**src/rtl/core/mcif_pkg.sv**
```systemverilog
// Shared types, constants and functions of the condition interval finder.
// No dependencies; used by every RTL module and interface through scoped names.
package mcif_pkg;

  localparam int CHANNELS = 16;
  localparam int STORE_N  = 16;
  localparam int NCH      = (CHANNELS < STORE_N) ? CHANNELS : STORE_N;
  localparam int CH_W     = 4;
  localparam int TIME_W   = 32;
  localparam int MODE_W   = 3;
  localparam int CFG_IDX_W  = 1;
  localparam int CFG_DATA_W = 3;

  localparam logic [STORE_N-1:0] CH_MASK = STORE_N'((17'd1 << NCH) - 17'd1);

  localparam logic [MODE_W-1:0] MODE_LT = 3'd0;
  localparam logic [MODE_W-1:0] MODE_LE = 3'd1;
  localparam logic [MODE_W-1:0] MODE_EQ = 3'd2;
  localparam logic [MODE_W-1:0] MODE_NE = 3'd3;
  localparam logic [MODE_W-1:0] MODE_GT = 3'd4;
  localparam logic [MODE_W-1:0] MODE_GE = 3'd5;

  localparam logic [CFG_IDX_W-1:0] CFG_COMPARE_MODE  = 1'd0;
  localparam logic [CFG_IDX_W-1:0] CFG_COMPARE_VALUE = 1'd1;

  localparam logic [MODE_W-1:0] MODE_RESET  = MODE_EQ;
  localparam logic              VALUE_RESET = 1'b1;

  typedef struct packed {
    logic load;
    logic step;
    logic emit;
  } cmd_t;

  typedef struct packed {
    logic emit_here;
    logic scan_last;
    logic out_free;
  } stat_t;

  // Condition of every channel bit against the reference value.
  function automatic logic [STORE_N-1:0] cond_vec(input logic [MODE_W-1:0] mode,
                                                   input logic value,
                                                   input logic [STORE_N-1:0] bits);
    logic [STORE_N-1:0] v;
    v = {STORE_N{value}};
    case (mode)
      MODE_LT: cond_vec = ~bits & v;
      MODE_LE: cond_vec = ~bits | v;
      MODE_EQ: cond_vec = ~(bits ^ v);
      MODE_NE: cond_vec = bits ^ v;
      MODE_GT: cond_vec = bits & ~v;
      MODE_GE: cond_vec = bits | ~v;
      default: cond_vec = '0;
    endcase
  endfunction

endpackage

```
**src/rtl/core/mcif_in_if.sv**
```systemverilog
// Input channel of the interval finder: valid/ready with sample payload.
// Depends on mcif_pkg.
interface mcif_in_if;
  logic                          valid;
  logic                          ready;
  logic                          func;
  logic [mcif_pkg::TIME_W-1:0]   sample_time;
  logic [mcif_pkg::STORE_N-1:0]  channel_bits;

  modport source (output valid, output func, output sample_time, output channel_bits,
                  input ready);
  modport sink (input valid, input func, input sample_time, input channel_bits,
                output ready);
endinterface

```
**src/rtl/core/mcif_out_if.sv**
```systemverilog
// Output channel of the interval finder: valid/ready with interval payload.
// Depends on mcif_pkg.
interface mcif_out_if;
  logic                        valid;
  logic                        ready;
  logic [mcif_pkg::CH_W-1:0]   channel;
  logic [mcif_pkg::TIME_W-1:0] open_time;
  logic [mcif_pkg::TIME_W-1:0] close_time;
  logic                        last;

  modport source (output valid, output channel, output open_time, output close_time,
                  output last, input ready);
  modport sink (input valid, input channel, input open_time, input close_time,
                input last, output ready);
endinterface

```
**src/rtl/core/mcif_ctrl.sv**
```systemverilog
// Controller of the interval finder: accepts an item, then walks the channels.
// Depends on mcif_pkg (cmd_t, stat_t).
module mcif_ctrl (
  input  logic            clk,
  input  logic            rst,
  input  logic            in_valid,
  output logic            in_ready,
  input  mcif_pkg::stat_t st,
  output mcif_pkg::cmd_t  cmd
);

  localparam logic S_IDLE = 1'b0;
  localparam logic S_SCAN = 1'b1;

  logic state;
  logic state_next;
  logic stall;

  assign in_ready = (state == S_IDLE);
  // hold the scan while a result is due and the output register is still full
  assign stall    = st.emit_here && !st.out_free;

  always_comb begin
    cmd        = '0;
    state_next = state;
    case (state)
      S_IDLE: begin
        cmd.load = in_valid;
        if (in_valid) begin
          state_next = S_SCAN;
        end
      end
      S_SCAN: begin
        cmd.step = !stall;
        cmd.emit = !stall && st.emit_here;
        if (!stall && st.scan_last) begin
          state_next = S_IDLE;
        end
      end
      default: state_next = S_IDLE;
    endcase
  end

  always_ff @(posedge clk) begin
    if (rst) begin
      state <= S_IDLE;
    end else begin
      state <= state_next;
    end
  end

endmodule

```
**src/rtl/core/mcif_dpath.sv**
```systemverilog
// Datapath of the interval finder: config, channel state, start times,
// channel scan index and output register. Depends on mcif_pkg.
module mcif_dpath (
  input  logic                                clk,
  input  logic                                rst,
  input  logic                                cfg_we,
  input  logic [mcif_pkg::CFG_IDX_W-1:0]      cfg_index,
  input  logic [mcif_pkg::CFG_DATA_W-1:0]     cfg_data,
  input  logic                                in_func,
  input  logic [mcif_pkg::TIME_W-1:0]         in_time,
  input  logic [mcif_pkg::STORE_N-1:0]        in_bits,
  input  mcif_pkg::cmd_t                      cmd,
  output mcif_pkg::stat_t                     st,
  output logic                                out_valid,
  input  logic                                out_ready,
  output logic [mcif_pkg::CH_W-1:0]           out_channel,
  output logic [mcif_pkg::TIME_W-1:0]         out_start,
  output logic [mcif_pkg::TIME_W-1:0]         out_end,
  output logic                                out_last
);

  logic [mcif_pkg::MODE_W-1:0]  compare_mode;
  logic                         compare_value;
  logic [mcif_pkg::STORE_N-1:0] open_flags;
  logic [mcif_pkg::STORE_N-1:0] open_set;
  logic [mcif_pkg::STORE_N-1:0] emit_mask;
  logic [mcif_pkg::TIME_W-1:0]  start_times [mcif_pkg::STORE_N];
  logic [mcif_pkg::TIME_W-1:0]  previous_time;
  logic                         have_previous;
  logic                         func_r;
  logic [mcif_pkg::TIME_W-1:0]  now_r;
  logic [mcif_pkg::TIME_W-1:0]  end_val;
  logic [mcif_pkg::TIME_W-1:0]  open_val;
  logic [mcif_pkg::CH_W-1:0]    idx;

  logic [mcif_pkg::STORE_N-1:0] cond;
  logic [mcif_pkg::TIME_W:0]    mid_sum;
  logic [mcif_pkg::TIME_W-1:0]  mid;
  logic [mcif_pkg::STORE_N:0]   rest_mask;

  assign cond    = mcif_pkg::cond_vec(compare_mode, compare_value, in_bits) & mcif_pkg::CH_MASK;
  assign mid_sum = {1'b0, previous_time} + {1'b0, in_time};
  assign mid     = mid_sum[mcif_pkg::TIME_W:1];
  // channels above the current one that still have a result to give
  assign rest_mask = ({1'b0, emit_mask} >> idx) >> 1;

  assign st.emit_here = emit_mask[idx];
  assign st.scan_last = (idx == mcif_pkg::CH_W'(mcif_pkg::NCH - 1));
  assign st.out_free  = !out_valid || out_ready;

  always_ff @(posedge clk) begin
    if (rst) begin
      compare_mode  <= mcif_pkg::MODE_RESET;
      compare_value <= mcif_pkg::VALUE_RESET;
      open_flags    <= '0;
      previous_time <= '0;
      have_previous <= 1'b0;
      idx           <= '0;
      out_valid     <= 1'b0;
    end else begin
      if (cfg_we) begin
        case (cfg_index)
          mcif_pkg::CFG_COMPARE_MODE:  compare_mode  <= cfg_data;
          mcif_pkg::CFG_COMPARE_VALUE: compare_value <= cfg_data[0];
          default: ;
        endcase
      end
      if (cmd.load) begin
        idx <= '0;
        if (in_func) begin
          open_flags <= '0;
        end else begin
          open_flags <= cond;
        end
      end
      if (cmd.step) begin
        idx <= idx + 1'b1;
        if (st.scan_last) begin
          previous_time <= func_r ? '0 : now_r;
          have_previous <= !func_r;
        end
      end
      if (cmd.emit) begin
        out_valid <= 1'b1;
      end else if (out_ready) begin
        out_valid <= 1'b0;
      end
    end
  end

  always_ff @(posedge clk) begin
    if (cmd.load) begin
      func_r   <= in_func;
      now_r    <= in_time;
      end_val  <= in_func ? previous_time : mid;
      open_val <= have_previous ? mid : in_time;
      if (in_func) begin
        emit_mask <= open_flags;
        open_set  <= '0;
      end else begin
        emit_mask <= open_flags & ~cond;
        open_set  <= cond & ~open_flags;
      end
    end
    if (cmd.step && open_set[idx]) begin
      start_times[idx] <= open_val;
    end
    if (cmd.emit) begin
      out_channel <= idx;
      out_start   <= start_times[idx];
      out_end     <= end_val;
      out_last    <= (rest_mask == '0);
    end
  end

endmodule

```
**src/rtl/core/multichannel_condition_interval_finder.sv**
```systemverilog
// Top level of the multichannel condition interval finder.
// Depends on mcif_pkg, mcif_in_if, mcif_out_if, mcif_ctrl, mcif_dpath.
//
//  channel   direction  payload                                   handshake
//  in_ch     sink       func, sample_time, channel_bits           valid/ready
//  out_ch    source     channel, open_time, close_time, last      valid/ready
//  cfg       write      cfg_index selects register, cfg_data      cfg_we
//
// An item is accepted while the controller is idle; the datapath then scans
// its channels one at a time, and the input stays blocked until the scan ends.
// Each result waits in the output register; the scan holds while a result is
// due and that register is still occupied, so a stalled sink adds its stall.
// Synchronous reset clears open intervals, history and config to defaults.
module multichannel_condition_interval_finder (
  input  logic                             clk,
  input  logic                             rst,
  input  logic                             cfg_we,
  input  logic [mcif_pkg::CFG_IDX_W-1:0]   cfg_index,
  input  logic [mcif_pkg::CFG_DATA_W-1:0]  cfg_data,
  mcif_in_if.sink                          in_ch,
  mcif_out_if.source                       out_ch
);

  mcif_pkg::cmd_t  cmd;
  mcif_pkg::stat_t st;

  mcif_ctrl u_ctrl (
    .clk      (clk),
    .rst      (rst),
    .in_valid (in_ch.valid),
    .in_ready (in_ch.ready),
    .st       (st),
    .cmd      (cmd)
  );

  mcif_dpath u_dpath (
    .clk         (clk),
    .rst         (rst),
    .cfg_we      (cfg_we),
    .cfg_index   (cfg_index),
    .cfg_data    (cfg_data),
    .in_func     (in_ch.func),
    .in_time     (in_ch.sample_time),
    .in_bits     (in_ch.channel_bits),
    .cmd         (cmd),
    .st          (st),
    .out_valid   (out_ch.valid),
    .out_ready   (out_ch.ready),
    .out_channel (out_ch.channel),
    .out_start   (out_ch.open_time),
    .out_end     (out_ch.close_time),
    .out_last    (out_ch.last)
  );

endmodule

```
**src/flat_wrapper.sv**
```systemverilog
// flat-port wrapper written by rule: the top's interface ports become plain ports
module multichannel_condition_interval_finder_flat 
  (clk, rst, cfg_we, cfg_index, cfg_data, in_ch_valid, in_ch_func, in_ch_sample_time, in_ch_channel_bits, in_ch_ready, out_ch_valid, out_ch_channel, out_ch_open_time, out_ch_close_time, out_ch_last, out_ch_ready);
  mcif_in_if in_ch_i ();
  mcif_out_if out_ch_i ();
  input  logic clk;
  input  logic rst;
  input  logic cfg_we;
  input  logic [mcif_pkg::CFG_IDX_W-1:0] cfg_index;
  input  logic [mcif_pkg::CFG_DATA_W-1:0] cfg_data;
  input wire logic [$bits(in_ch_i.valid)-1:0] in_ch_valid;
  input wire logic [$bits(in_ch_i.func)-1:0] in_ch_func;
  input wire logic [$bits(in_ch_i.sample_time)-1:0] in_ch_sample_time;
  input wire logic [$bits(in_ch_i.channel_bits)-1:0] in_ch_channel_bits;
  output wire logic [$bits(in_ch_i.ready)-1:0] in_ch_ready;
  output wire logic [$bits(out_ch_i.valid)-1:0] out_ch_valid;
  output wire logic [$bits(out_ch_i.channel)-1:0] out_ch_channel;
  output wire logic [$bits(out_ch_i.open_time)-1:0] out_ch_open_time;
  output wire logic [$bits(out_ch_i.close_time)-1:0] out_ch_close_time;
  output wire logic [$bits(out_ch_i.last)-1:0] out_ch_last;
  input wire logic [$bits(out_ch_i.ready)-1:0] out_ch_ready;
  assign in_ch_i.valid = in_ch_valid;
  assign in_ch_i.func = in_ch_func;
  assign in_ch_i.sample_time = in_ch_sample_time;
  assign in_ch_i.channel_bits = in_ch_channel_bits;
  assign in_ch_ready = in_ch_i.ready;
  assign out_ch_valid = out_ch_i.valid;
  assign out_ch_channel = out_ch_i.channel;
  assign out_ch_open_time = out_ch_i.open_time;
  assign out_ch_close_time = out_ch_i.close_time;
  assign out_ch_last = out_ch_i.last;
  assign out_ch_i.ready = out_ch_ready;
  multichannel_condition_interval_finder u_core (.clk(clk), .rst(rst), .cfg_we(cfg_we), .cfg_index(cfg_index), .cfg_data(cfg_data), .in_ch(in_ch_i), .out_ch(out_ch_i));
endmodule
```
**config.mk**
```make
export PLATFORM = sky130hd
export DESIGN_NAME = multichannel_condition_interval_finder_flat
export DESIGN_NICKNAME = d
export VERILOG_FILES = /design/src/rtl/core/mcif_pkg.sv /design/src/rtl/core/mcif_in_if.sv /design/src/rtl/core/mcif_out_if.sv /design/src/rtl/core/mcif_ctrl.sv /design/src/rtl/core/mcif_dpath.sv /design/src/rtl/core/multichannel_condition_interval_finder.sv /design/src/flat_wrapper.sv
export SDC_FILE = /design/constraint.sdc
export NUM_CORES = 1
export LEC_CHECK = 0
export BUFFER_PORTS_ARGS = -buffer_cell sky130_fd_sc_hd__buf_2
export CORE_MARGIN = 4
export CORE_UTILIZATION = 27
export CTS_CLUSTER_DIAMETER = 30
export DETAILED_ROUTE_END_ITERATION = 6
export GPL_ROUTABILITY_DRIVEN = 0
export GPL_TIMING_DRIVEN = 0
export HOLD_SLACK_MARGIN = 0.05
export PLACE_DENSITY = 0.41
export SLEW_MARGIN = 10
export SYNTH_ARGS = -nofsm -noshare
export SYNTH_HDL_FRONTEND = slang
export SYNTH_HIERARCHICAL = 1
export SYNTH_SLANG_ARGS = --single-unit
```
**constraint.sdc**
```tcl
create_clock -name clk -period 6.35 [get_ports clk]
set_clock_uncertainty 0.2 [all_clocks]
set_input_delay 0.635 -clock clk [delete_from_list [all_inputs] [get_ports clk]]
set_output_delay 0.635 -clock clk [all_outputs]
set_load 0.02 [all_outputs]
```
==> reports/metrics.yaml, run 1 <==
clkTransAtPathRegs_ns: 0.04
clock_sinks: 769
timing.slew.headroom_pct: 20.6
ys.flop_type: "sky130_fd_sc_hd__edfxtp_1"
cp_num_buf_inv: 5
slew_viol_final: 0
timing.setup.critical_path_class: "flip-flop to flip-flop"
rr_endpoint: "u_core/u_dpath/start_times[11][24]"
synth_seq_area_share_pct: 69.5
run_status: "finished, final reports clean"
rows: 126
initial_antenna_violation_count: 7
area_share_of_the_largest_cell_type_after_synthesis_pct: 65.8
flop_to_flop_setup_slack_ns: 0.96
dr.pass1.iters: 5
asyncSetResetFlopFracSynth_pct: 0
synth_fp_nets: 2018
timing.hold.worst_path_depth: 4
final_hold_viol_count: 0
arrival_ns: 5.60
timing.critical_path.slowest_cell_delay_ns: 0.72
setup_repair_after_global_routing_missed_its_margin: "false"
synth.area.top_cells: "sky130_fd_sc_hd__edfxtp_1 66%, sky130_fd_sc_hd__mux4_2 12%, sky130_fd_sc_hd__dfxtp_1 3.6%, sky130_fd_sc_hd__ha_1 2.6%, sky130_fd_sc_hd__mux2_2 1.7%"
sequential_cell_area_um2: 22500
first_iter_violations: 1377
hold_end: "u_core/u_dpath/compare_mode[2]"
crit_path_start_kind: "flip-flop"
initial_standard_cell_utilization_of_the_core_pct: 27.3
max-clock-path-buffers: 3
clk_root_buffer_cell: "sky130_fd_sc_hd__clkbuf_16"
grt_remaining_overflow: 0
synth_most_common_cell: "sky130_fd_sc_hd__edfxtp_1"
vdd_drop_max_v: 0.000237
final_period_minus_worst_setup_slack_ns: 5.39
worst_ep_required_time_ns: 6.56
synthesis.yosys.warnings: 6
synth_commonest_cells: "710 x sky130_fd_sc_hd__edfxtp_1, 171 x sky130_fd_sc_hd__mux4_2, 142 x sky130_fd_sc_hd__nor2_1"
routed-via-count: 18800
timing.critical_path.max_delay_family: "buffers and inverters"
number_of_synthesized_register_bits: 769
fp.dieH_um: 354
fill_cells: 11300
number_of_flops_mapped_to_enable_cells_by_yosys: 710
floorplan.io_pins: 129
cp_cell_sequence: "buf_2 -> buf_2 -> buf_2 -> mux4_2 -> mux4_2 -> nand2b_1 -> and2_2 -> clkbuf_1 -> nand3_1 -> nor2_4 -> buf_12"
grt_first_pass_wirelength_um: 135000
fp.coreArea_um2: 119000
finish.net_count: 2410
pleak_nw: 14.6
max_clock_freq_mhz: 186
area_of_the_multi_input_gates_um2: 9310
synth_cell_type_count: 73
reg2reg_depth: 11
finalCritPeriodShare_pct: 84.8
hpwl_um: 62600
grt_max_degree: 48
cellPowerDensity_nw_per_um2: 381
die_w_um: 354
cap_viol_max_count: 0
cts-buffers-inserted: 192
avgSynthCellArea_um2: 17.1
syn2layout_area_growth_pct: 32.7
detail_route.wl_per_cell_um: 22.9
totalWireLength_um: 92600
worst-path-max-fanout: 18
synth_top_area_cell: "sky130_fd_sc_hd__edfxtp_1"
via_count_of_the_first_global_routing_pass: 20100
synth_area_um2: 32400
synthCells: 1892
hp-start: "cfg_index"
critPathSlowestCell: "sky130_fd_sc_hd__nor2_4"
cts_tree: "yes"
fin_setup_tns_ns: 0
layout-drive-gt1-share_pct: 30.5
post-route-drc-count: 0
final_antenna_net_count: 0
die_area_um2: 126000
h-tree-depth: 4
setup_viol: 0
drt-vias-per-instance: 4.63
r2r_start: "u_core/u_dpath/idx[1]"
track_usage_pct: 14.7
worstMarginPinSlew_ns: 1.19
worstHoldPathType: "primary input to flip-flop"
cp_common_cell: "sky130_fd_sc_hd__buf_2"
finish.utilization_pct: 36.2
clk-insertion-delay-late_ns: 0.75
worst_setup_path_end_kind: "flip-flop"
placement.io_buffers: 128
## power by group
group	switching, mW	total (mW)	leakage [nW]	internal [mW]
clock network	2.98	9.88	3.22	6.90
registers	0.0813	5.75	6.97	5.67
logic	0.417	0.718	4.43	0.301
## cell families after synthesis
kind of cell / Yosys count / share of synthesized area (%)
flip-flops: 769 / 69.5
AND/OR/NAND/NOR: 343 / 5.10
AO/OA/AOI/OAI: 269 / 5.46
multiplexers: 241 / 14.2
buffers and inverters: 168 / 2.13
adder cells (fa/ha/maj): 68 / 2.65
XOR/XNOR: 34 / 0.920
## cells in the final DEF (no fill, tap or decap), types with 15 or more instances in the layout
cell                            instances
sky130_fd_sc_hd__a211oi_1              23
sky130_fd_sc_hd__a21o_1                19
sky130_fd_sc_hd__a21oi_1               93
sky130_fd_sc_hd__and2_1                21
sky130_fd_sc_hd__buf_16                18
sky130_fd_sc_hd__buf_2                147
sky130_fd_sc_hd__bufinv_16             32
sky130_fd_sc_hd__clkbuf_1              97
sky130_fd_sc_hd__clkbuf_16            195
sky130_fd_sc_hd__clkinv_1              25
sky130_fd_sc_hd__clkinv_2              36
sky130_fd_sc_hd__dfxtp_1               59
sky130_fd_sc_hd__dlygate4sd3_1         40
sky130_fd_sc_hd__edfxtp_1             710
sky130_fd_sc_hd__ha_1                  67
sky130_fd_sc_hd__inv_1                 64
sky130_fd_sc_hd__mux2_2                48
sky130_fd_sc_hd__mux2i_1               22
sky130_fd_sc_hd__mux4_2               171
sky130_fd_sc_hd__nand2_1               69
sky130_fd_sc_hd__nor2_1               127
sky130_fd_sc_hd__nor2_4                15
sky130_fd_sc_hd__nor3b_1               34
sky130_fd_sc_hd__o21ai_0               34
sky130_fd_sc_hd__xnor2_1               29
## how the worst max path moves through the flow
stage	start	endpoint	cells past startpoint
floorplan	in_ch_valid	u_core/u_dpath/open_flags[10]	5
global placement	u_core/u_dpath/idx[1]	u_core/u_dpath/start_times[3][12]	10
detailed placement	u_core/u_dpath/idx[1]	u_core/u_dpath/start_times[11][13]	11
CTS	u_core/u_dpath/idx[1]	u_core/u_dpath/start_times[11][24]	11
global route	u_core/u_dpath/idx[1]	u_core/u_dpath/start_times[11][24]	11
finish	u_core/u_dpath/idx[1]	u_core/u_dpath/start_times[11][24]	11
## routing by layer
layer	track usage, %	vias to the layer above	share of wire, %	routed length, µm
met4	5.18	0	2.5	2350
met1	19.0	9667	44	40500
met2	24.3	542	49	45100
li1	-	8395	-	-
met3	3.24	151	5.0	4590
met5	0	-	0	0
## stage by stage
step / std cells / hold slack, ns / setup slack (ns) / power [mW] / area (µm²)
finish: 4050 / 0.198 / 0.963 / 16.3 / 43000
global route: 4045 / 0.178 / 0.714 / 16.9 / 42900
detailed placement: 3650 / 0.205 / 0.872 / 6.55 / 35900
floorplan: 1892 / 0.200 / 1.44 / 6.25 / 32400
global placement: 3620 / 0.210 / -1.73 / 6.53 / 35000
CTS: 4044 / 0.123 / 0.852 / 16.6 / 42900
## layout make-up
cell class	count	share of cell area, %
inverters	65	0.568
repair buffers	198	4.10
flip-flops and latches	769	52.4
clock buffers	229	11.7
plain buffers	103	1.04
clock inverters	125	3.84
multi-input cells	955	21.7
diodes	6	0.0350
well taps	1600	4.66
## worst register-to-register path, stage by stage, from the launching register on
cell and delay, ns:
sky130_fd_sc_hd__dfxtp_1 0.64, sky130_fd_sc_hd__buf_2 0.45, sky130_fd_sc_hd__buf_2 0.38, sky130_fd_sc_hd__buf_2 0.45, sky130_fd_sc_hd__mux4_2 0.39, sky130_fd_sc_hd__mux4_2 0.50
sky130_fd_sc_hd__nand2b_1 0.11, sky130_fd_sc_hd__and2_2 0.19, sky130_fd_sc_hd__clkbuf_1 0.35, sky130_fd_sc_hd__nand3_1 0.38, sky130_fd_sc_hd__nor2_4 0.72, sky130_fd_sc_hd__buf_12 0.27
## sequential cells by signal (all words and copies together) (netlist names), 32 cells and up
signal / flops
u_core/u_dpath/end_val: 32
u_core/u_dpath/now_r: 32
u_core/u_dpath/open_val: 32
u_core/u_dpath/out_end: 32
u_core/u_dpath/out_start: 32
u_core/u_dpath/previous_time: 32
u_core/u_dpath/start_times: 512
## timing repair
| item | in CTS | in global routing |
|---|---|---|
| hold buffers | 40 | 0 |
| buffers inserted | 0 | 0 |
| endpoints found under the setup margin | 0 | 0 |
| endpoints found under the hold margin | 52 | 0 |
| resized for setup | 0 | 0 |
Note: power is estimated with default switching activity, not from simulation.
==> run 2: changes to the inputs <==
--- a/config.mk
+++ b/config.mk
@@ -5,6 +5,7 @@
 export SDC_FILE = /design/constraint.sdc
 export NUM_CORES = 1
 export LEC_CHECK = 0
+export ABC_AREA = 1
 export BUFFER_PORTS_ARGS = -buffer_cell sky130_fd_sc_hd__buf_2
 export CORE_MARGIN = 4
 export CORE_UTILIZATION = 27
@@ -13,7 +14,7 @@
 export GPL_ROUTABILITY_DRIVEN = 0
 export GPL_TIMING_DRIVEN = 0
 export HOLD_SLACK_MARGIN = 0.05
-export PLACE_DENSITY = 0.41
+export PLACE_DENSITY = 0.43
 export SLEW_MARGIN = 10
 export SYNTH_ARGS = -nofsm -noshare
 export SYNTH_HDL_FRONTEND = slang
==> constraint.sdc (replaced) <==
create_clock -name clk -period 4.9 [get_ports clk]
set_clock_uncertainty 0.2 [all_clocks]
set_input_delay 0.49 -clock clk [delete_from_list [all_inputs] [get_ports clk]]
set_output_delay 0.49 -clock clk [all_outputs]
set_load 0.02 [all_outputs]
==> run 2 against run 1 <==
Final area is 0.72% higher. Combinational power up 71%. Routed wire length increased by 19%. Flip-flop and latch count did not move. First-iteration DRC count grew 41%. Sequential power rose by 30%. Core utilization fell by 0.73 points. Largest cell class unchanged.
==> reports/metrics.yaml, run 2 <==
run_status: "finished, final reports clean"
fp.coreArea_um2: 122000  # +2.8%
timing.critical_path.max_delay_family: "buffers and inverters"
clkTransAtPathRegs_ns: 0.05  # about the same
fin_area_um2: 43300  # +0.72%
cap_viol_max_count: 0  # unchanged
number_of_flops_mapped_to_enable_cells_by_yosys: 710  # unchanged
worst_setup_path_end_kind: "flip-flop"
place.detailed.instances: 4753  # +30%
crit_path_start_kind: "flip-flop"
grt_remaining_overflow: 0  # unchanged
pleak_nw: 16.1  # +9.9%
h-tree-depth: 4  # unchanged
worst_ep_required_time_ns: 5.16  # -1.40 ns
fin_setup_tns_ns: 0  # unchanged
synth_cell_type_count: 51  # -30%
area_fraction_in_compound_gates_after_synthesis_pct: 10.4  # +5.0 points
finish.net_count: 3481  # +44%
rows: 128  # +1.6%
die_w_um: 358  # +1.1%
dr.pass1.iters: 7  # +2
synthesis.yosys.warnings: 6  # unchanged
drt-vias-per-instance: 4.64  # +0.30%
most-common-layout-cells: "710 x sky130_fd_sc_hd__edfxtp_1, 629 x sky130_fd_sc_hd__nand2_1, 353 x sky130_fd_sc_hd__nor2_1"
area_of_the_multi_input_gates_um2: 9280  # -0.34%
synthCells: 2944  # +56%
clk-insertion-delay-late_ns: 0.75  # about the same
setup_repair_after_global_routing_missed_its_margin: "false"
worstMarginPinSlew_ns: 1.08  # -0.107 ns
finish.cell_count_without_fillers: 5129  # +27%
post-route-drc-count: 0  # unchanged
synth_seq_area_share_pct: 67.9  # -1.6 points
vdd_drop_max_v: 0.000368  # +55%
cp_cell_sequence: "inv_1 -> buf_2 -> clkbuf_1 -> o21ai_0 -> o2111ai_1 -> a21oi_2 -> inv_1 -> nor3_2 -> buf_4 -> buf_8"
final_hold_viol_count: 0  # unchanged
arrival_ns: 5.02  # -0.58 ns
avgSynthCellArea_um2: 11.2  # -34%
final_antenna_net_count: 0  # unchanged
ys.flop_type: "sky130_fd_sc_hd__edfxtp_1"
fill_cells: 12100  # +6.8%
synth_commonest_cells: "710 x sky130_fd_sc_hd__edfxtp_1, 629 x sky130_fd_sc_hd__nand2_1, 356 x sky130_fd_sc_hd__nor2_1"
hpwl_um: 77200  # +23%
timing.hold.worst_path_depth: 0  # -4
cts_tree: "yes"
finalCritPeriodShare_pct: 97.0  # +12 points
reg2reg_depth: 10  # -1
cp.depth: 10  # -1
fp.dieH_um: 358  # +1.1%
final_common_cell: "sky130_fd_sc_hd__edfxtp_1"
synth_simple_gate_area_share_pct: 14.2  # +9.1 points
synth_top_family_by_area: "simple AND/OR/NAND/NOR gates"
cellPowerDensity_nw_per_um2: 472  # +24%
synth-xor-area-share_pct: 0.370  # -0.55 points
placement.io_buffers: 128  # unchanged
post_dp_cell_area_um2: 36700  # +2.5%
slew_viol_final: 0  # unchanged
first_iter_violations: 1947  # +41%
timing.slew.headroom_pct: 27.7  # +7.0 points
die_area_um2: 128000  # +2.2%
regMostFlops: "u_core/u_dpath/start_times"
number_of_synthesized_register_bits: 769  # unchanged
max_clock_freq_mhz: 210  # +13%
worst-path-max-fanout: 15  # -3
totalWireLength_um: 110000  # +19%
timing.critical_path.slowest_cell_delay_ns: 0.77  # +0.05 ns
detail_route.wl_per_cell_um: 21.4  # -6.3%
cp_common_cell: "sky130_fd_sc_hd__inv_1"
area_share_of_the_largest_cell_type_after_synthesis_pct: 64.4  # -1.5 points
final_period_minus_worst_setup_slack_ns: 4.76  # -0.632 ns
sequential_cell_area_um2: 22500  # unchanged
synth_area_um2: 33100  # +2.3%
setup_viol: 0  # unchanged
grt_max_degree: 30  # -38%
clock_sinks: 769  # unchanged
floorplan.io_pins: 129  # unchanged
initial_standard_cell_utilization_of_the_core_pct: 27.2  # -0.14 points
track_usage_pct: 17.0  # +2.3 points
synth_fp_nets: 3070  # +52%
worstHoldPathType: "flip-flop to flip-flop"
finish.utilization_pct: 35.5  # -0.73 points
critPathSlowestCell: "sky130_fd_sc_hd__nor3_2"
routed-via-count: 23800  # +27%
via_count_of_the_first_global_routing_pass: 23800  # +18%
synth_top_area_cell: "sky130_fd_sc_hd__edfxtp_1"
asyncSetResetFlopFracSynth_pct: 0  # unchanged
clk_root_buffer_cell: "sky130_fd_sc_hd__clkbuf_16"
synth.area.top_cells: "sky130_fd_sc_hd__edfxtp_1 64%, sky130_fd_sc_hd__nand2_1 7.1%, sky130_fd_sc_hd__o21ai_0 4.8%, sky130_fd_sc_hd__nor2_1 4.0%, sky130_fd_sc_hd__dfxtp_1 3.6%"
initial_antenna_violation_count: 6  # -1
layout-drive-gt1-share_pct: 16.6  # -14 points
synth_most_common_cell: "sky130_fd_sc_hd__edfxtp_1"
largest_reg_flops: 512  # unchanged
max-clock-path-buffers: 3  # unchanged
grt_first_pass_wirelength_um: 160000  # +19%
post_synth_fa_ha_maj_area_fraction_pct: 2.59  # -0.059 points
cts-buffers-inserted: 178  # -7.3%
timing.setup.critical_path_class: "flip-flop to flip-flop"
syn2layout_area_growth_pct: 30.6
post_synth_mux_area_share_pct: 0  # -14 points
cp_num_buf_inv: 6  # +1
[run 2: changes by cell type after synthesis, sizes merged, moves of 48 or more]
cell,previous run,this run
o21ai,37,339
mux2,48,0
inv,64,181
o22ai,11,143
nor2,143,367
nand2,72,632
nand3,13,90
mux4,171,0
[run 2: per-stage QoR]
step / hold WS (ns) / worst slack, ns / power, mW
finish: 0.211 / 0.145 / 20.4
global route: 0.218 / 0.0205 / 21.1
CTS: 0.187 / 0.0110 / 20.7
detailed placement: 0.205 / -0.704 / 8.81
global placement: 0.203 / -4.48 / 8.78
floorplan: 0.200 / -0.0980 / 8.23
[run 2: repair_timing]
| item | in CTS | in global routing |
|---|---|---|
| endpoints found under the hold margin | 72 | 0 |
| pin swaps | 2 | 1 |
| setup endpoints to repair | 261 | 11 |
| hold buffers | 45 | 0 |
| buffers inserted | 2 | 2 |
| gates resized for setup | 2 | 0 |
[run 2: per-layer routing]
layer	GRT usage (%)	vias to the layer above	part of all wire (%)
met3	3.21	136	6.0
met2	28.0	728	48
met1	22.8	11700	44
met5	0	-	0.0064
li1	-	11300	-
met4	4.88	2	1.8
[run 2: cells by family (layout without fill, tap and decap cells)]
group | after synthesis | after routing
buffers and inverters | 331 | 890
AOI/OAI and AO/OA | 608 | 608
xor gates and xnor gates | 14 | 14
adders and majority gates | 68 | 68
other | 0 | 1
DFF | 769 | 769
and+or+nand+nor | 1154 | 1154
[run 2: path summary, 6_finish.rpt]
| path | from | end | slack (ns) |
|---|---|---|---|
| hold / removal | u_core/u_dpath/end_val[26] | u_core/u_dpath/out_end[26] | 0.21 |
| setup / recovery | u_core/u_dpath/idx[1] | u_core/u_dpath/start_times[0][21] | 0.14 |
| hold reg to reg | u_core/u_dpath/end_val[26] | u_core/u_dpath/out_end[26] | 0.21 |
| setup reg to reg | u_core/u_dpath/idx[1] | u_core/u_dpath/start_times[0][21] | 0.14 |
[run 2: layout make-up]
class                      count  share of cell area (%)
antenna                        1                 0.00578
buffer                       146                    1.78
clock buffer                 219                    10.9
clock inverter               109                    3.02
inverter                     183                    1.60
multi-input combinational   1844                    21.4
sequential                   769                    52.0
tap                         1625                    4.70
timing repair buffer         233                    4.51
[run 2: where the power goes]
part / internal, mW / switching (mW) / leakage, nW / total [mW]
Sequential: 7.37 / 0.128 / 6.97 / 7.49
Combinational: 0.363 / 0.865 / 6.21 / 1.23
Clock: 7.93 / 3.77 / 2.89 / 11.7
[run 2: worst register-to-register path, cell delays in order (launching register included)]
cell and delay (ns):
sky130_fd_sc_hd__dfxtp_1 0.52, sky130_fd_sc_hd__inv_1 0.34, sky130_fd_sc_hd__buf_2 0.30, sky130_fd_sc_hd__clkbuf_1 0.33, sky130_fd_sc_hd__o21ai_0 0.26, sky130_fd_sc_hd__o2111ai_1 0.28
sky130_fd_sc_hd__a21oi_2 0.41, sky130_fd_sc_hd__inv_1 0.56, sky130_fd_sc_hd__nor3_2 0.78, sky130_fd_sc_hd__buf_4 0.33, sky130_fd_sc_hd__buf_8 0.17
==> run 3: changes to the inputs <==
--- a/config.mk
+++ b/config.mk
@@ -18,5 +18,4 @@
 export SLEW_MARGIN = 10
 export SYNTH_ARGS = -nofsm -noshare
 export SYNTH_HDL_FRONTEND = slang
-export SYNTH_HIERARCHICAL = 1
 export SYNTH_SLANG_ARGS = --single-unit
==> run 3 against run 2 <==
Combinational power is 6% lower. Fmax is 5.1% higher. Synthesized cell count is 2.3% higher. Worst setup slack better by 0.23 ns. Critical path depth is 2 higher. Non-clock buffer count is 25 lower. Global-route usage is 0.11 points higher. Synthesized area is 0.31% lower. Cell count is 1.2% higher. Flip-flop and latch count stayed put. Critical endpoint is now u_core.u_dpath.start_times[3][17]. Largest cell class unchanged.
==> reports/metrics.yaml, run 3 <==
vdd_drop_max_v: 0.000336  # -8.5%
placement.io_buffers: 128  # unchanged
clock_sinks: 769  # unchanged
grt_max_degree: 76  # +150%
worst_ep_required_time_ns: 5.15  # about the same
ys.flop_type: "sky130_fd_sc_hd__edfxtp_1"
max-clock-path-buffers: 3  # unchanged
initial_standard_cell_utilization_of_the_core_pct: 27.2  # about the same
via_count_of_the_first_global_routing_pass: 24100  # +1.2%
final_antenna_net_count: 0  # unchanged
rows: 128  # unchanged
most-common-layout-cells: "710 x sky130_fd_sc_hd__edfxtp_1, 603 x sky130_fd_sc_hd__nand2_1, 421 x sky130_fd_sc_hd__nor2_1"
post-cts-setup-buffer-count: 0  # -2
track_usage_pct: 17.1  # +0.11 points
final_hold_viol_count: 0  # unchanged
avgSynthCellArea_um2: 11.0  # -2.5%
initial_antenna_violation_count: 2  # -4
setup_viol: 0  # unchanged
worst-path-max-fanout: 17  # +2
h-tree-depth: 4  # unchanged
post-route-worst-setup-slack_ns: 0.376  # +0.231 ns
timing.setup.critical_path_class: "flip-flop to flip-flop"
cellPowerDensity_nw_per_um2: 490  # +3.7%
detail_route.wl_per_cell_um: 21.3  # -0.42%
ctsResizeCount: 0  # -2
cts-buffers-inserted: 186  # +4.5%
layout-drive-gt1-share_pct: 14.0  # -2.5 points
grt_remaining_overflow: 0  # unchanged
totalWireLength_um: 111000  # +0.73%
finalCritPeriodShare_pct: 92.3  # -4.7 points
fin_setup_tns_ns: 0  # unchanged
synthesis.yosys.warnings: 0  # -6
clk_root_buffer_cell: "sky130_fd_sc_hd__clkbuf_16"
arrival_ns: 4.78  # -0.24 ns
worst_hold_slack_ns: 0.180  # -0.0312 ns
final_period_minus_worst_setup_slack_ns: 4.52  # -0.231 ns
die_area_um2: 128000  # -0.30%
synth.area.top_cells: "sky130_fd_sc_hd__edfxtp_1 65%, sky130_fd_sc_hd__nand2_1 6.9%, sky130_fd_sc_hd__o21ai_0 5.1%, sky130_fd_sc_hd__nor2_1 5.0%, sky130_fd_sc_hd__dfxtp_1 3.6%"
setup_repair_after_global_routing_missed_its_margin: "false"
cap_viol_max_count: 0  # unchanged
first_iter_violations: 1892  # -2.8%
groute.layer.met2.usage_pct: 27.2  # -0.82 points
dpl_worst_slack_ns: 0.351  # +1.06 ns
synth_fp_nets: 3137  # +2.2%
gr-max-usage-layer: "met2"
clkTransAtPathRegs_ns: 0.04  # about the same
synth_area_um2: 33000  # -0.31%
largest_reg_flops: 512  # unchanged
run_status: "finished, final reports clean"
hold_buffers: 47  # +4.4%
regMostFlops: "u_core.u_dpath.start_times"
number_of_flops_mapped_to_enable_cells_by_yosys: 710  # unchanged
syn2layout_area_growth_pct: 31.1
die_w_um: 358  # -0.15%
asyncSetResetFlopFracSynth_pct: 0  # unchanged
hpwl_um: 75900  # -1.6%
synth_cell_type_count: 38  # -25%
clk-insertion-delay-late_ns: 0.77  # +0.02 ns
drt-vias-per-instance: 4.64  # about the same
finish.net_count: 3525  # +1.3%
fp.coreArea_um2: 122000  # -0.26%
number_of_synthesized_register_bits: 769  # unchanged
floorplan.io_pins: 129  # unchanged
dr.pass1.iters: 6  # -1
synth_top_area_cell: "sky130_fd_sc_hd__edfxtp_1"
worst_setup_path_end_kind: "flip-flop"
synth_most_common_cell: "sky130_fd_sc_hd__edfxtp_1"
synthCells: 3011  # +2.3%
worstMarginPinSlew_ns: 1.18  # +0.0923 ns
synth_seq_area_share_pct: 68.1  # +0.21 points
global_route.usage.met1_pct: 23.3  # +0.53 points
worstHoldPathType: "primary input to flip-flop"
timing.slew.headroom_pct: 21.6  # -6.1 points
fp.dieH_um: 358  # -0.15%
crit_path_start_kind: "flip-flop"
pleak_nw: 16.2  # +0.82%
max_clock_freq_mhz: 221  # +5.1%
area_share_of_the_largest_cell_type_after_synthesis_pct: 64.6  # +0.20 points
synth_commonest_cells: "710 x sky130_fd_sc_hd__edfxtp_1, 603 x sky130_fd_sc_hd__nand2_1, 437 x sky130_fd_sc_hd__nor2_1"
cts_tree: "yes"
slew_viol_final: 0  # unchanged
final_common_cell: "sky130_fd_sc_hd__edfxtp_1"
grt_first_pass_wirelength_um: 161000  # +0.67%
grt_util_met3_pct: 3.32  # +0.11 points
routed-via-count: 24100  # +1.1%
post-route-drc-count: 0  # unchanged
run 3: cell types whose count changed after synthesis, moves of 10 or more:
cell                       previous run  this run
sky130_fd_sc_hd__buf_6               16         5
sky130_fd_sc_hd__nor2_1             356       437
sky130_fd_sc_hd__clkbuf_1            83       118
sky130_fd_sc_hd__o211ai_2            10         0
sky130_fd_sc_hd__o21ai_1             11         0
sky130_fd_sc_hd__buf_4               13         3
sky130_fd_sc_hd__nand4_1             36        51
sky130_fd_sc_hd__inv_1              175       211
sky130_fd_sc_hd__a21boi_1            10         0
sky130_fd_sc_hd__a21oi_1             83        57
sky130_fd_sc_hd__o21ai_0            319       338
sky130_fd_sc_hd__nand2_1            629       603
run 3: kinds of logic after synthesis:
kind of cell | after synthesis | share of synthesized area, %
compound gates | 584 | 9.79
xor+xnor | 16 | 0.424
fa+ha+maj | 68 | 2.60
buf+inv | 372 | 4.46
flops | 769 | 68.1
mux | 1 | 0.0303
simple gates | 1201 | 14.6
run 3: worst paths after layout:
path	slack, ns	cells past startpoint	to	start
worst max-delay path	0.38	12	u_core.u_dpath.start_times[3][17]	u_core.u_dpath.idx[0]
worst min-delay path	0.18	6	u_core.u_dpath.idx[1]	out_ch_ready
worst max register to register	0.38	12	u_core.u_dpath.start_times[3][17]	u_core.u_dpath.idx[0]
worst min register to register	0.19	0	u_core.u_dpath.out_end[21]	u_core.u_dpath.end_val[21]
run 3: report_power, final:
group	switching, mW	internal (mW)
logic	0.828	0.336
clock network	3.94	8.61
registers	0.130	7.37
total	4.90	16.3
run 3: critical path, cell delays in order, from the launching register on:
cell and delay (ns):
sky130_fd_sc_hd__dfxtp_1 0.61, sky130_fd_sc_hd__buf_4 0.27, sky130_fd_sc_hd__buf_2 0.42, sky130_fd_sc_hd__buf_4 0.32
sky130_fd_sc_hd__nand2_1 0.08, sky130_fd_sc_hd__a32o_1 0.25, sky130_fd_sc_hd__nand2_1 0.08, sky130_fd_sc_hd__nand2_1 0.06
sky130_fd_sc_hd__nor2_1 0.14, sky130_fd_sc_hd__nand2_1 0.38, sky130_fd_sc_hd__buf_2 0.43, sky130_fd_sc_hd__nor2_4 0.67
sky130_fd_sc_hd__buf_12 0.26
run 3: stage by stage:
stage	utilization, %	cell area (µm²)	cells	power, mW
after floorplan	-	33000	3011	8.19
after global placement	29.4	35700	4764	8.73
after detailed placement	29.9	36400	4789	8.75
after CTS	35.6	43300	5187	21.4
after global routing	35.6	43300	5187	22.0
final	35.6	43300	5188	21.2
run 3: metal layers:
layer,share of wire (%),up-vias,routed length [µm]
met2,46,785,50900
met1,45,11700,50300
met5,0.012,-,13
met4,2.7,2,3010
met3,5.8,182,6420
li1,-,11400,-
run 3: cell type report:
cell class	instances	area [µm²]
diodes	1	2.50
plain buffers	154	663
clock buffers	229	4860
clock inverters	122	1620
fillers	12100	78300
inverters	218	818
multi-input cells	1870	9180
flip-flops and latches	769	22500
well taps	1625	2030
repair buffers	200	1630
